==> config.mk <==
export PLATFORM = sky130hd
export DESIGN_NAME = thick_line_rasterizer_unit
export DESIGN_NICKNAME = d
export VERILOG_FILES = /design/src/hdl/tlr_pkg.sv /design/src/hdl/tlr_walker.sv /design/src/hdl/tlr_out_reg.sv /design/src/hdl/thick_line_rasterizer_unit.sv
export SDC_FILE = /design/constraint.sdc
export NUM_CORES = 1
export LEC_CHECK = 0
export BUFFER_PORTS_ARGS = -buffer_cell sky130_fd_sc_hd__buf_2
export CAP_MARGIN = 20
export CORE_MARGIN = 4
export CORE_UTILIZATION = 25
export CTS_CLUSTER_DIAMETER = 150
export DETAILED_ROUTE_END_ITERATION = 6
export PLACE_DENSITY_LB_ADDON = 0.08
export SYNTH_ARGS = -nofsm -noshare
export SYNTH_HDL_FRONTEND = slang
export SYNTH_HIERARCHICAL = 1
export SYNTH_SLANG_ARGS = --single-unit
==> constraint.sdc <==
create_clock -name i_clk -period 6.75 [get_ports i_clk]
set_clock_uncertainty 0.05 [all_clocks]
set_input_delay 1.35 -clock i_clk [delete_from_list [all_inputs] [get_ports i_clk]]
set_output_delay 1.35 -clock i_clk [all_outputs]
set_load 0.02 [all_outputs]
==> src/hdl/tlr_pkg.sv <==
package tlr_pkg;

    localparam int COORD_BITS = 11;
    localparam int BRUSH_BITS = 6;
    localparam int PIXEL_BITS = COORD_BITS + 1;
    localparam int COLOR_BITS = 32;
    localparam int ERROR_BITS = COORD_BITS + 2;

    typedef enum logic {
        KIND_LOAD = 1'b0,
        KIND_TICK = 1'b1
    } t_kind;

    typedef struct packed {
        t_kind                   kind;
        logic [COORD_BITS-1:0]   x_start;
        logic [COORD_BITS-1:0]   y_start;
        logic [COORD_BITS-1:0]   x_end;
        logic [COORD_BITS-1:0]   y_end;
        logic [BRUSH_BITS-1:0]   brush_size;
        logic [COLOR_BITS-1:0]   line_color;
    } t_in_item;

    typedef struct packed {
        logic [PIXEL_BITS-1:0]   pixel_x;
        logic [PIXEL_BITS-1:0]   pixel_y;
        logic [COLOR_BITS-1:0]   pixel_color;
        logic                    last_pixel;
    } t_out_item;

    typedef struct packed {
        logic      emit;
        t_out_item pixel;
    } t_walk_result;

endpackage

==> src/hdl/tlr_walker.sv <==
module tlr_walker (
    input  logic                  i_clk,
    input  logic                  i_rst_n,
    input  logic                  i_accept,
    input  tlr_pkg::t_in_item     i_item,
    output tlr_pkg::t_walk_result o_result
);
    import tlr_pkg::*;

    logic [COORD_BITS-1:0]        r_point_x, n_point_x;
    logic [COORD_BITS-1:0]        r_point_y, n_point_y;
    logic [COORD_BITS-1:0]        r_target_x, n_target_x;
    logic [COORD_BITS-1:0]        r_target_y, n_target_y;
    logic                         r_step_x_neg, n_step_x_neg;
    logic                         r_step_y_neg, n_step_y_neg;
    logic [COORD_BITS-1:0]        r_span_x, n_span_x;
    logic signed [COORD_BITS:0]   r_span_y_neg, n_span_y_neg;
    logic signed [ERROR_BITS-1:0] r_error, n_error;
    logic [BRUSH_BITS-1:0]        r_brush_col, n_brush_col;
    logic [BRUSH_BITS-1:0]        r_brush_row, n_brush_row;
    logic [BRUSH_BITS-1:0]        r_brush_edge, n_brush_edge;
    logic [COLOR_BITS-1:0]        r_color, n_color;
    logic                         r_busy, n_busy;

    logic                         w_load;
    logic                         w_tick;
    logic                         w_at_end;
    logic [BRUSH_BITS:0]          w_row_inc;
    logic [BRUSH_BITS:0]          w_col_inc;
    logic                         w_row_wrap;
    logic                         w_col_wrap;
    logic signed [ERROR_BITS:0]   w_twice;
    logic signed [ERROR_BITS:0]   w_spn_cmp;
    logic signed [ERROR_BITS:0]   w_sx_cmp;
    logic                         w_move_x;
    logic                         w_move_y;
    logic signed [ERROR_BITS-1:0] w_add_x;
    logic signed [ERROR_BITS-1:0] w_add_y;
    logic [COORD_BITS-1:0]        w_abs_x;
    logic [COORD_BITS-1:0]        w_abs_y;

    assign w_load = i_accept && (i_item.kind == KIND_LOAD);
    assign w_tick = i_accept && (i_item.kind == KIND_TICK) && r_busy;

    assign w_at_end   = (r_point_x == r_target_x) && (r_point_y == r_target_y);
    assign w_row_inc  = {1'b0, r_brush_row} + {{BRUSH_BITS{1'b0}}, 1'b1};
    assign w_col_inc  = {1'b0, r_brush_col} + {{BRUSH_BITS{1'b0}}, 1'b1};
    assign w_row_wrap = w_row_inc >= {1'b0, r_brush_edge};
    assign w_col_wrap = w_col_inc >= {1'b0, r_brush_edge};

    assign w_twice   = {r_error, 1'b0};
    assign w_spn_cmp = {{2{r_span_y_neg[COORD_BITS]}}, r_span_y_neg};
    assign w_sx_cmp  = {3'b000, r_span_x};
    assign w_move_x  = w_twice >= w_spn_cmp;
    assign w_move_y  = w_twice <= w_sx_cmp;
    assign w_add_x   = w_move_x ? {r_span_y_neg[COORD_BITS], r_span_y_neg} : '0;
    assign w_add_y   = w_move_y ? {2'b00, r_span_x} : '0;

    assign w_abs_x = (i_item.x_end >= i_item.x_start) ? i_item.x_end - i_item.x_start
                                                      : i_item.x_start - i_item.x_end;
    assign w_abs_y = (i_item.y_end >= i_item.y_start) ? i_item.y_end - i_item.y_start
                                                      : i_item.y_start - i_item.y_end;

    always_comb begin
        o_result.emit              = w_tick;
        o_result.pixel.pixel_x     = {1'b0, r_point_x}
                                   + {{(PIXEL_BITS-BRUSH_BITS){1'b0}}, r_brush_col};
        o_result.pixel.pixel_y     = {1'b0, r_point_y}
                                   + {{(PIXEL_BITS-BRUSH_BITS){1'b0}}, r_brush_row};
        o_result.pixel.pixel_color = r_color;
        o_result.pixel.last_pixel  = w_at_end && w_row_wrap && w_col_wrap;
    end

    always_comb begin
        n_point_x    = r_point_x;
        n_point_y    = r_point_y;
        n_target_x   = r_target_x;
        n_target_y   = r_target_y;
        n_step_x_neg = r_step_x_neg;
        n_step_y_neg = r_step_y_neg;
        n_span_x     = r_span_x;
        n_span_y_neg = r_span_y_neg;
        n_error      = r_error;
        n_brush_col  = r_brush_col;
        n_brush_row  = r_brush_row;
        n_brush_edge = r_brush_edge;
        n_color      = r_color;
        n_busy       = r_busy;
        if (w_load) begin
            n_point_x    = i_item.x_start;
            n_point_y    = i_item.y_start;
            n_target_x   = i_item.x_end;
            n_target_y   = i_item.y_end;
            n_step_x_neg = !(i_item.x_start < i_item.x_end);
            n_step_y_neg = !(i_item.y_start < i_item.y_end);
            n_span_x     = w_abs_x;
            n_span_y_neg = -$signed({1'b0, w_abs_y});
            n_error      = $signed({2'b00, w_abs_x}) - $signed({2'b00, w_abs_y});
            n_brush_col  = '0;
            n_brush_row  = '0;
            n_brush_edge = (i_item.brush_size == '0) ? BRUSH_BITS'(1) : i_item.brush_size;
            n_color      = i_item.line_color;
            n_busy       = 1'b1;
        end else if (w_tick) begin
            if (!w_row_wrap) begin
                n_brush_row = w_row_inc[BRUSH_BITS-1:0];
            end else begin
                n_brush_row = '0;
                if (!w_col_wrap) begin
                    n_brush_col = w_col_inc[BRUSH_BITS-1:0];
                end else begin
                    n_brush_col = '0;
                    if (w_at_end) begin
                        n_busy = 1'b0;
                    end else begin
                        n_error = r_error + w_add_x + w_add_y;
                        if (w_move_x) begin
                            n_point_x = r_step_x_neg ? r_point_x - COORD_BITS'(1)
                                                     : r_point_x + COORD_BITS'(1);
                        end
                        if (w_move_y) begin
                            n_point_y = r_step_y_neg ? r_point_y - COORD_BITS'(1)
                                                     : r_point_y + COORD_BITS'(1);
                        end
                    end
                end
            end
        end
    end

    always_ff @(posedge i_clk) begin
        if (!i_rst_n) begin
            r_point_x    <= '0;
            r_point_y    <= '0;
            r_target_x   <= '0;
            r_target_y   <= '0;
            r_step_x_neg <= 1'b0;
            r_step_y_neg <= 1'b0;
            r_span_x     <= '0;
            r_span_y_neg <= '0;
            r_error      <= '0;
            r_brush_col  <= '0;
            r_brush_row  <= '0;
            r_brush_edge <= BRUSH_BITS'(1);
            r_color      <= '0;
            r_busy       <= 1'b0;
        end else begin
            r_point_x    <= n_point_x;
            r_point_y    <= n_point_y;
            r_target_x   <= n_target_x;
            r_target_y   <= n_target_y;
            r_step_x_neg <= n_step_x_neg;
            r_step_y_neg <= n_step_y_neg;
            r_span_x     <= n_span_x;
            r_span_y_neg <= n_span_y_neg;
            r_error      <= n_error;
            r_brush_col  <= n_brush_col;
            r_brush_row  <= n_brush_row;
            r_brush_edge <= n_brush_edge;
            r_color      <= n_color;
            r_busy       <= n_busy;
        end
    end

endmodule

==> src/hdl/tlr_out_reg.sv <==
module tlr_out_reg (
    input  logic                  i_clk,
    input  logic                  i_rst_n,
    input  logic                  i_load,
    input  tlr_pkg::t_walk_result i_result,
    input  logic                  i_out_ready,
    output logic                  o_free,
    output logic                  o_out_valid,
    output tlr_pkg::t_out_item    o_out_item
);
    import tlr_pkg::*;

    logic      r_valid, n_valid;
    t_out_item r_item, n_item;

    assign o_free      = !r_valid || i_out_ready;
    assign o_out_valid = r_valid;
    assign o_out_item  = r_item;

    always_comb begin
        n_valid = r_valid;
        n_item  = r_item;
        if (i_out_ready) begin
            n_valid = 1'b0;
        end
        if (i_load && i_result.emit) begin
            n_valid = 1'b1;
            n_item  = i_result.pixel;
        end
    end

    always_ff @(posedge i_clk) begin
        if (!i_rst_n) begin
            r_valid <= 1'b0;
        end else begin
            r_valid <= n_valid;
        end
        r_item <= n_item;
    end

endmodule

==> src/hdl/thick_line_rasterizer_unit.sv <==
// Thick line rasterizer: a Bresenham line walker that paints a square brush.
// The input channel (i_in_valid, o_in_ready, i_in_item) takes two kinds of
// item. A load item sets both endpoints, the brush edge and the color,
// replaces any line in progress and produces no pixel. A tick item produces
// the next pixel of the current line, or nothing when no line is active.
// Pixels leave on the output channel (o_out_valid, i_out_ready, o_out_item)
// with the brush row varying fastest, and last_pixel marks the final pixel
// of the brush at the end point.
// A pixel appears in the cycle after its tick item is accepted. One item is
// accepted every cycle while the output register is free; the walker state
// is updated with one add and compare per coordinate, and the output
// register decouples the two channels.
// When the receiver stalls, the pixel waits in the output register and
// o_in_ready drops until it is taken. A synchronous reset clears the walker
// to idle with a brush edge of one and empties the output register.
module thick_line_rasterizer_unit (
    input  logic               i_clk,
    input  logic               i_rst_n,
    input  logic               i_in_valid,
    output logic               o_in_ready,
    input  tlr_pkg::t_in_item  i_in_item,
    output logic               o_out_valid,
    input  logic               i_out_ready,
    output tlr_pkg::t_out_item o_out_item
);
    import tlr_pkg::*;

    logic         w_free;
    logic         w_accept;
    t_walk_result w_result;

    assign o_in_ready = w_free;
    assign w_accept   = i_in_valid && w_free;

    tlr_walker u_walker (
        .i_clk    (i_clk),
        .i_rst_n  (i_rst_n),
        .i_accept (w_accept),
        .i_item   (i_in_item),
        .o_result (w_result)
    );

    tlr_out_reg u_out_reg (
        .i_clk       (i_clk),
        .i_rst_n     (i_rst_n),
        .i_load      (w_accept),
        .i_result    (w_result),
        .i_out_ready (i_out_ready),
        .o_free      (w_free),
        .o_out_valid (o_out_valid),
        .o_out_item  (o_out_item)
    );

endmodule

==> results.sh <==
export IMPL_worstHoldStart="u_walker/r_color[26]$_SDFFE_PN0P_"
export IMPL_num_rows=83
export IMPL_core_um2=51400
export IMPL_post_cts_buffers=0
export IMPL_cts_hold_buf=0
export IMPL_grt_max_degree=71
export IMPL_end_kind="flip-flop"
export IMPL_period_needed_ns=5.42
export IMPL_grt_overflow_total=0
export IMPL_setup_viol=0
export IMPL_nets=1846
export IMPL_crit_start="i_in_item[50]"
export IMPL_synth_area_per_cell_um2=8.80
export IMPL_cts_tree="yes"
export IMPL_hold_violations=0
export IMPL_ys_warn_count=6
export IMPL_synth_seq_cells=191
export IMPL_cts_buffers=17
export IMPL_rsz0062_at_grt="false"
export IMPL_crit_type="in -> reg"
export IMPL_drive_gt1_share_pct=14.5
export IMPL_worstSetupStartpointType="primary input"
export IMPL_synth_async_sr_flop_share_pct=0
export IMPL_fill_cells=5567
export IMPL_ir_drop_v=0.000201
export IMPL_clock_sinks=191
export IMPL_worst_ep_arrival_time_ns=5.79
export IMPL_final_util_pct=29.3
export IMPL_synth_main_ff_cell="dfxtp_1"
export IMPL_start_util_pct=25.3
export IMPL_die_width_um=236
export IMPL_initialDrtViolationCount=564
export IMPL_final_max_slew_viol_count=0
export IMPL_seq_area_frac_synth_pct=33.8
export IMPL_hp_class="reg -> reg"
export IMPL_placedCellCount=2264
export IMPL_drt_wirelength_per_cell_um=18.3
export IMPL_dieArea_um2=55800
export IMPL_required_ns=7.13
export IMPL_cpMaxStageDelayCell="o21ai_1"
export IMPL_path_cells="buf_2 -> inv_1 -> ha_1 -> nor2b_1 -> o21ai_0 -> a21boi_0 -> o221ai_1 -> o21ai_1 -> mux2i_1 -> xnor2_1 -> ha_1 -> o21a_1 -> o21ai_0 -> a21oi_1 -> o21ai_0 -> o21ai_0 -> o21ai_0 -> o221ai_1 -> a21oi_1"
export IMPL_pin_count=146
export IMPL_grt_pass1_wl_um=65000
export IMPL_status="completed"
export IMPL_ctsResizeCount=0
export IMPL_synth_top_area_share_pct=20.6
export IMPL_tightestPinTransition_ns=0.894
export IMPL_fin_cells=2297
export IMPL_max_stage_delay_ns=0.53
export IMPL_die_h_um=236
export IMPL_ctsRootBufferMaster="clkbuf_16"
export IMPL_h_tree_depth=4
export IMPL_ys_top_cells_by_area="dfxtp_1, edfxtp_1, ha_1, a21oi_1, nand2_1"
export IMPL_worst_path_buf_inv=2
export IMPL_clkTransAtPathRegs_ns=0.08
export IMPL_cts_buffer_depth=2
export IMPL_fin_setup_tns_ns=0
export IMPL_synth_fp_nets=1722
export IMPL_clk_latency_ns=0.49
export IMPL_cp_max_fo=6
export IMPL_fmax_mhz=185
export IMPL_viasPerCell=4.71
export IMPL_p_per_area_nw_per_um2=223
export IMPL_grt_antenna_before_repair=5
export IMPL_synth_edf_count=57
export IMPL_postRouteAntennaNets=0
export IMPL_yosys_area_top_type="dfxtp_1"
export IMPL_timing_final_crit_share_pct=80.2
export IMPL_crit_path_frequent_cell="o21ai_0"
export IMPL_synthCells=1479
export IMPL_grt_usage_pct=15.1
export IMPL_totalWireLength_um=42100
export IMPL_gp_congestion=0.828
export IMPL_cellLeakagePower_nw=6.59
export IMPL_relSlewSlack_pct=40.4
export IMPL_drv_cap=0
export IMPL_vias=10800
export IMPL_crit_family="compound AO/OA/AOI/OAI gates"
export IMPL_hpwl_um=32500
export IMPL_finalInstanceArea_um2=15100
export IMPL_io_buffers=145
export IMPL_r2r_start="u_walker/r_span_y_neg[3]$_SDFFE_PN0P_"
export IMPL_place_area_um2=14500
export IMPL_grt_pass1_vias=10800
export IMPL_regToRegSetupSlack_ns=1.76
export IMPL_fin_total_pwr_mw=3.37
export IMPL_firstDrtPassIters=5
export IMPL_drc=0
export IMPL_synth_cell_types=85
export IMPL_area_growth_pct=15.8
export IMPL_synthesis_area_um2=13000
per-stage QoR:
stage	setup WS (ns)	hold WS (ns)
finish	1.33	0.382
global route	0.829	0.388
CTS	1.40	0.383
detailed placement	0.867	0.365
global placement	0.979	0.361
floorplan	1.62	0.358
state kept, by name, indices dropped and copies added, names as in the netlist:
register / cells
u_walker/r_span_x: 11
u_walker/r_busy: 1
u_out_reg/o_out_valid: 1
u_walker/r_target_y: 11
u_walker/r_brush_row: 6
u_walker/r_step_x_neg: 1
u_walker/r_target_x: 11
u_walker/r_step_y_neg: 1
u_out_reg/o_out_item: 57
u_walker/r_color: 32
u_walker/r_brush_col: 6
u_walker/r_brush_edge: 6
u_walker/r_span_y_neg: 12
u_walker/r_point_x: 11
u_walker/r_point_y: 11
u_walker/r_error: 13
worst paths after layout:
kind / cells past startpoint / end
worst min register to register: 0 / u_out_reg/o_out_item[27]$_DFFE_PP_
worst max-delay path: 19 / u_walker/r_error[11]$_SDFFE_PN0P_
worst max register to register: 20 / u_walker/r_error[9]$_SDFFE_PN0P_
worst min-delay path: 0 / u_out_reg/o_out_item[27]$_DFFE_PP_
cell families after synthesis:
logic type	Yosys count	synth area share [%]
XOR/XNOR	100	6.73
buffers and inverters	179	5.24
AND/OR/NAND/NOR	438	16.4
flip-flops	191	33.8
AO/OA/AOI/OAI	379	18.8
adder cells (fa/ha/maj)	156	16.2
multiplexers	36	2.92
cells in the mapped netlist (35+ instances only):
cell and instances:
a21o_1 35, a21oi_1 148, clkbuf_1 49, dfxtp_1 134, edfxtp_1 57, ha_1 135
inv_1 120, nand2_1 176, nor2_1 82, o21ai_0 56, xnor2_1 50, xor2_1 50
power breakdown:
group          internal (mW)  leakage (nW)  switching (mW)
Combinational          0.437          4.65           0.630
Sequential              1.23          1.67          0.0617
Clock                  0.483         0.274           0.525
layer usage:
layer,global-route usage [%],vias up,wire [µm]
li1,-,5454,-
met1,21.0,5161,21300
met2,23.7,158,18700
met3,3.57,29,1590
met4,3.52,6,488
met5,0,-,35
layout by cell type, fill, tap and decap left out, types with 10 or more instances in the layout:
master and n:
o211ai_1 13, o21a_1 10, edfxtp_1 57, fa_1 21, a21oi_1 148, a21o_1 35, nand4_1 14, o21ai_0 55
ha_1 135, nor2b_1 27, o21bai_1 12, nand2b_1 10, xor2_1 50, nor2_1 82, nand2_1 176, xnor2_1 50
and2_1 15, buf_2 145, buf_4 17, nand3_1 26, nor3_1 28, a211oi_1 28, dfxtp_1 134, inv_1 118
mux2i_1 28, clkbuf_16 17
final cells by class:
type	instances	area (µm²)	share of cell area, %
timing repair buffer	162	853	5.66
tap	680	851	5.64
antenna	1	2.50	0.0166
inverter	122	459	3.05
clock buffer	17	425	2.82
clock inverter	15	129	0.855
sequential	191	4390	29.1
multi-input combinational	1109	7960	52.8
Note: power is estimated with default switching activity, not from simulation.
